`src/hw/rtl/spa_pkg.sv`:
```
// ----------------------------------------------------------------------------
// spa_pkg
// Types and constants shared by the shape perimeter and area pipeline.
// ----------------------------------------------------------------------------
package spa_pkg;

    localparam int LEN_W  = 16;
    localparam int FRAC_W = 8;
    localparam int PER_W  = 19;
    localparam int AREA_W = 26;

    // Heron radicand after the fixed right shift, and its square root.
    localparam int RAD_W  = 46;
    localparam int ROOT_W = RAD_W / 2;
    localparam int REM_W  = ROOT_W + 3;

    // Pi in Q2.60, split into two 31-bit halves for the multipliers.
    localparam logic [61:0] PI_Q60 = 62'h3243F6A8885A308D;
    localparam logic [30:0] PI_HI  = PI_Q60[61:31];
    localparam logic [30:0] PI_LO  = PI_Q60[30:0];

    localparam logic [1:0] KIND_TRI    = 2'd0;
    localparam logic [1:0] KIND_SQUARE = 2'd1;
    localparam logic [1:0] KIND_CIRCLE = 2'd2;

    typedef struct packed {
        logic              invalid;
        logic              is_tri;
        logic [PER_W-1:0]  perimeter;
        logic [AREA_W-1:0] area;
    } t_side;

    typedef struct packed {
        logic [RAD_W-1:0] rad;
        t_side            side;
    } t_mid;

endpackage

```
`src/hw/rtl/spa_isqrt.sv`:
```
// ----------------------------------------------------------------------------
// spa_isqrt
// Pipelined integer square root, one root bit per register stage.
// ----------------------------------------------------------------------------
module spa_isqrt (
    input  logic                       i_clk,
    input  logic                       i_rst_n,
    input  logic                       i_valid,
    output logic                       o_ready,
    input  spa_pkg::t_mid              i_mid,
    output logic                       o_valid,
    input  logic                       i_ready,
    output logic [spa_pkg::ROOT_W-1:0] o_root,
    output spa_pkg::t_side             o_side
);

    localparam int NS = spa_pkg::ROOT_W;
    localparam int RW = spa_pkg::RAD_W;
    localparam int MW = spa_pkg::REM_W;

    logic              r_v    [NS];
    logic [RW-1:0]     r_rad  [NS];
    logic [MW-1:0]     r_rem  [NS];
    logic [NS-1:0]     r_root [NS];
    spa_pkg::t_side    r_side [NS];
    logic              w_rdy  [NS+1];

    assign w_rdy[NS] = i_ready;
    assign o_ready   = w_rdy[0];

    for (genvar k = 0; k < NS; k++) begin : g_stage
        logic           p_v;
        logic [RW-1:0]  p_rad;
        logic [MW-1:0]  p_rem;
        logic [NS-1:0]  p_root;
        spa_pkg::t_side p_side;
        logic [MW-1:0]  n_sh, n_trial;

        if (k == 0) begin : g_first
            assign p_v    = i_valid;
            assign p_rad  = i_mid.rad;
            assign p_rem  = '0;
            assign p_root = '0;
            assign p_side = i_mid.side;
        end else begin : g_next
            assign p_v    = r_v[k-1];
            assign p_rad  = r_rad[k-1];
            assign p_rem  = r_rem[k-1];
            assign p_root = r_root[k-1];
            assign p_side = r_side[k-1];
        end

        assign w_rdy[k] = !r_v[k] || w_rdy[k+1];

        // Bring down the next two radicand bits and try a one in this place.
        assign n_sh    = {p_rem[MW-3:0], p_rad[RW-1:RW-2]};
        assign n_trial = {1'b0, p_root, 2'b01};

        always_ff @(posedge i_clk) begin
            if (!i_rst_n) begin
                r_v[k] <= 1'b0;
            end else if (w_rdy[k]) begin
                r_v[k] <= p_v;
            end
            if (w_rdy[k]) begin
                r_rad[k]  <= {p_rad[RW-3:0], 2'b00};
                r_side[k] <= p_side;
                if (n_sh >= n_trial) begin
                    r_rem[k]  <= n_sh - n_trial;
                    r_root[k] <= {p_root[NS-2:0], 1'b1};
                end else begin
                    r_rem[k]  <= n_sh;
                    r_root[k] <= {p_root[NS-2:0], 1'b0};
                end
            end
        end
    end

    assign o_valid = r_v[NS-1];
    assign o_root  = r_root[NS-1];
    assign o_side  = r_side[NS-1];

endmodule

```
`config.mk`:
```
export PLATFORM = sky130hd
export DESIGN_NAME = spa_isqrt
export DESIGN_NICKNAME = d
export VERILOG_FILES = /design/src/hw/rtl/spa_pkg.sv /design/src/hw/rtl/spa_isqrt.sv
export SDC_FILE = /design/constraint.sdc
export NUM_CORES = 2
export LEC_CHECK = 0
export BUFFER_PORTS_ARGS = -buffer_cell sky130_fd_sc_hd__buf_4
export CAP_MARGIN = 15
export CORE_MARGIN = 2
export CORE_UTILIZATION = 50
export DETAILED_ROUTE_END_ITERATION = 6
export PLACE_DENSITY_LB_ADDON = 0.15
export REMOVE_ABC_BUFFERS = 1
export SYNTH_ARGS = -nofsm -noshare
export SYNTH_HDL_FRONTEND = slang
export SYNTH_SLANG_ARGS = --single-unit
```
`constraint.sdc`:
```
create_clock -name i_clk -period 22.9 [get_ports i_clk]
set_clock_uncertainty 0.15 [all_clocks]
set_input_delay 3.435 -clock i_clk [delete_from_list [all_inputs] [get_ports i_clk]]
set_output_delay 3.435 -clock i_clk [all_outputs]
set_load 0.005 [all_outputs]
```
==> results.cfg <==
[outcome]
status = completed

[detailed_routing]
avgViaCountPerCell = 5.06
wl_met3_mm = 4.92
highest_layer = met4
drcViolationCount = 0
wl_met2_mm = 75.0
dr.pass1.iters = 5
vias = 43292
final_antenna_net_count = 0
wl_mm = 145
dr.first_iter.drc_count = 2905
avgRoutedWirePerCell_um = 17.0
wl_met1_mm = 60.7

[floorplan]
initial_core_util = 0.503
boundaryPins = 169
std_cell_rows = 157
die_h_um = 433
coreArea_mm2 = 0.183
dieWidth_um = 433
dieArea_mm2 = 0.188

[synth]
synth_top_family_by_area = simple AND/OR/NAND/NOR gates
synthMuxAreaShare = 0.00991
yosys_warnings = 0
synth_top_area_frac = 0.777
syn-mean-instance-area_um2 = 16.6
yosysSeqAreaShare = 0.777
synth-edff-count = 2381
yosys.area_share.simple = 0.0635
synth.area.top_cells = edfxtp_1 78%, ha_1 4.1%, xnor2_1 2.1%
synth_cell_types = 78
ys.flop_type = edfxtp_1
ys_ff_latch = 2383
synthAdderAreaFrac = 0.0409
netlist_area_mm2 = 0.0921
synth-xor-area-share = 0.0374
synthCells = 5544
synthArstFlopShare = 0
synth_compound_area_frac = 0.0520
synth_top_cell_by_area = edfxtp_1

[setup_path]
cpMaxStageDelayCell = and4_1
startpoint = i_ready
cp.required_ns = 19.32
slowest_delay_ns = 0.78
path_cells = buf_4 -> nor2b_2 -> and2_2 -> inv_4 -> nor4_4 -> and4_1 -> and4_4 -> nand4_1 -> buf_4
arrival_ns = 6.50
end_kind = primary output
critPathMaxFanout = 8
cpMostUsedCell = buf_4
rr_startpoint = r_v[2][0]$_DFF_P_
worstSetupPathType = in2out
start_kind = primary input

[grt]
grtUsageTotal = 0.159
grt_pass1_vias = 44533
overflow = 0
antenna_found_initial = 4
grt_max_degree = 79
grt_first_pass_wirelength_mm = 236

[clocking]
clk-insertion-delay-late_ns = 0.85
clock-root-buffer = clkbuf_16
clkSinkCount = 2383
holdBufCountCts = 0
cts_tree = built
cts_resized = 0
clk_pin_slew_ns = 0.06
cts_setup_buffers = 0
htree_levels = 4
numCtsBuffers = 227
cts_max_path_buffers = 3

[timing]
rsz0062_at_grt = no
max_clock_freq_ghz = 0.0992
finalSetupTns_ns = 0
whs_ns = 0.245
setup_viol = 0
min_period_over_period = 0.440
worst_slew_pin_slew_ns = 1.09
slew_violations = 0
relSlewSlack = 0.273
hold_viol_final = 0
period_needed_ns = 10.08

[power]
peakVddDrop_mv = 0.0658
powerDensity_mw_per_mm2 = 102
p_leak_nw = 41.0

[worst_hold_path]
hp-class = reg2reg
hold_start = r_side[1][375]$_DFFE_PP_

[job]
cap_violations = 0

[finish]
fin_util = 0.569
fillers = 14100
nNetsFinal = 6305
drive_gt1_frac = 0.111
area_growth_pct = 13.1

[place]
hpwl_mm = 98.9
finalWeightedCongestion = 0.867
place.port_buffers = 168
[Yosys cell counts (55+ instances only)]
master / number
xnor2_1: 221
nand4_1: 59
o21ai_0: 179
a21o_1: 87
inv_1: 392
nor2_1: 264
o21a_1: 74
nand3_1: 83
nand2_1: 251
edfxtp_1: 2381
nand2b_1: 63
xor2_1: 172
nor3_1: 113
ha_1: 301
a21oi_1: 240
mux2_2: 73
clkbuf_1: 55
[state kept, by name, indices dropped and copies added, names as in the netlist]
signal and flops:
r_side 1081, r_rad 506, r_rem 497, r_root 276, r_v 23
[critical path: cells and delay by family]
family | cells | cell delay (ns)
buffers and inverters | 3 | 0.46
and+or+nand+nor | 6 | 2.57
[placed cells by master (no fill, tap or decap), types with 37 or more instances in the layout]
cell type / netlist / layout
a21o_1: 87 / 87
nand4_1: 59 / 59
o31ai_1: 38 / 37
nand3_1: 83 / 81
clkinv_1: 0 / 48
o21ai_0: 179 / 178
xor2_1: 172 / 172
o21a_1: 74 / 74
nor3_1: 113 / 113
nor2_1: 264 / 263
xnor2_1: 221 / 221
clkbuf_1: 55 / 42
and3_1: 53 / 53
inv_1: 392 / 383
nand2b_1: 63 / 63
nand2_1: 251 / 242
nor4_1: 47 / 47
clkinv_2: 0 / 43
a21oi_1: 240 / 240
ha_1: 301 / 301
edfxtp_1: 2381 / 2381
buf_4: 1 / 206
or3_1: 51 / 51
mux2_2: 73 / 73
clkbuf_16: 0 / 228
[stage by stage]
step	std cells	total power [W]	cell area [µm²]	setup slack [ns]
after floorplan	5471	0.00660	91800	11.18
after global placement	8141	0.00691	96600	12.70
after detailed placement	8141	0.00695	96600	12.66
after CTS	8560	0.0107	104000	12.65
after global routing	8564	0.0111	104000	12.55
final	8564	0.0106	104000	12.82
[layout make-up]
class	instances	area (µm²)	area share
Tap cell	2464	3080	0.0296
Clock inverter	149	1690	0.0162
Timing Repair Buffer	207	1560	0.0150
Inverter	395	1510	0.0145
Antenna cell	3	7.51	0.0000721
Clock buffer	270	5860	0.0563
Sequential cell	2383	71500	0.687
Multi-Input combinational cell	2693	18900	0.181
[worst paths after layout]
path,slack (ns),to,depth (start not counted)
min,0.24,r_side[2][46]$_DFFE_PN_,0
min reg2reg,0.24,r_side[2][46]$_DFFE_PN_,0
max reg2reg,17.92,r_rem[0][100]$_DFFE_PP_,10
max,12.82,o_ready,9
[power breakdown]
part / switching, W / leakage (nW) / internal (W) / total, W
clock network: 0.00153 / 3.65 / 0.00218 / 0.00371
logic: 0.000581 / 12.7 / 0.000547 / 0.00113
registers: 0.000306 / 24.7 / 0.00543 / 0.00573
[layer usage]
metal,track usage,vias up
met4,0.0616,0
met1,0.194,20699
met5,0,-
met3,0.0266,281
met2,0.283,660
li1,-,21652
[kinds of logic (layout without fill, tap and decap cells)]
logic type	Yosys count	count (layout)
and+or+nand+nor	1145	1145
muxes	82	82
other	0	3
DFF	2383	2383
AOI/OAI and AO/OA	772	772
adders and majority gates	301	301
xor gates and xnor gates	393	393
buffers and inverters	468	1021
Note: power is estimated with default switching activity, not from simulation.
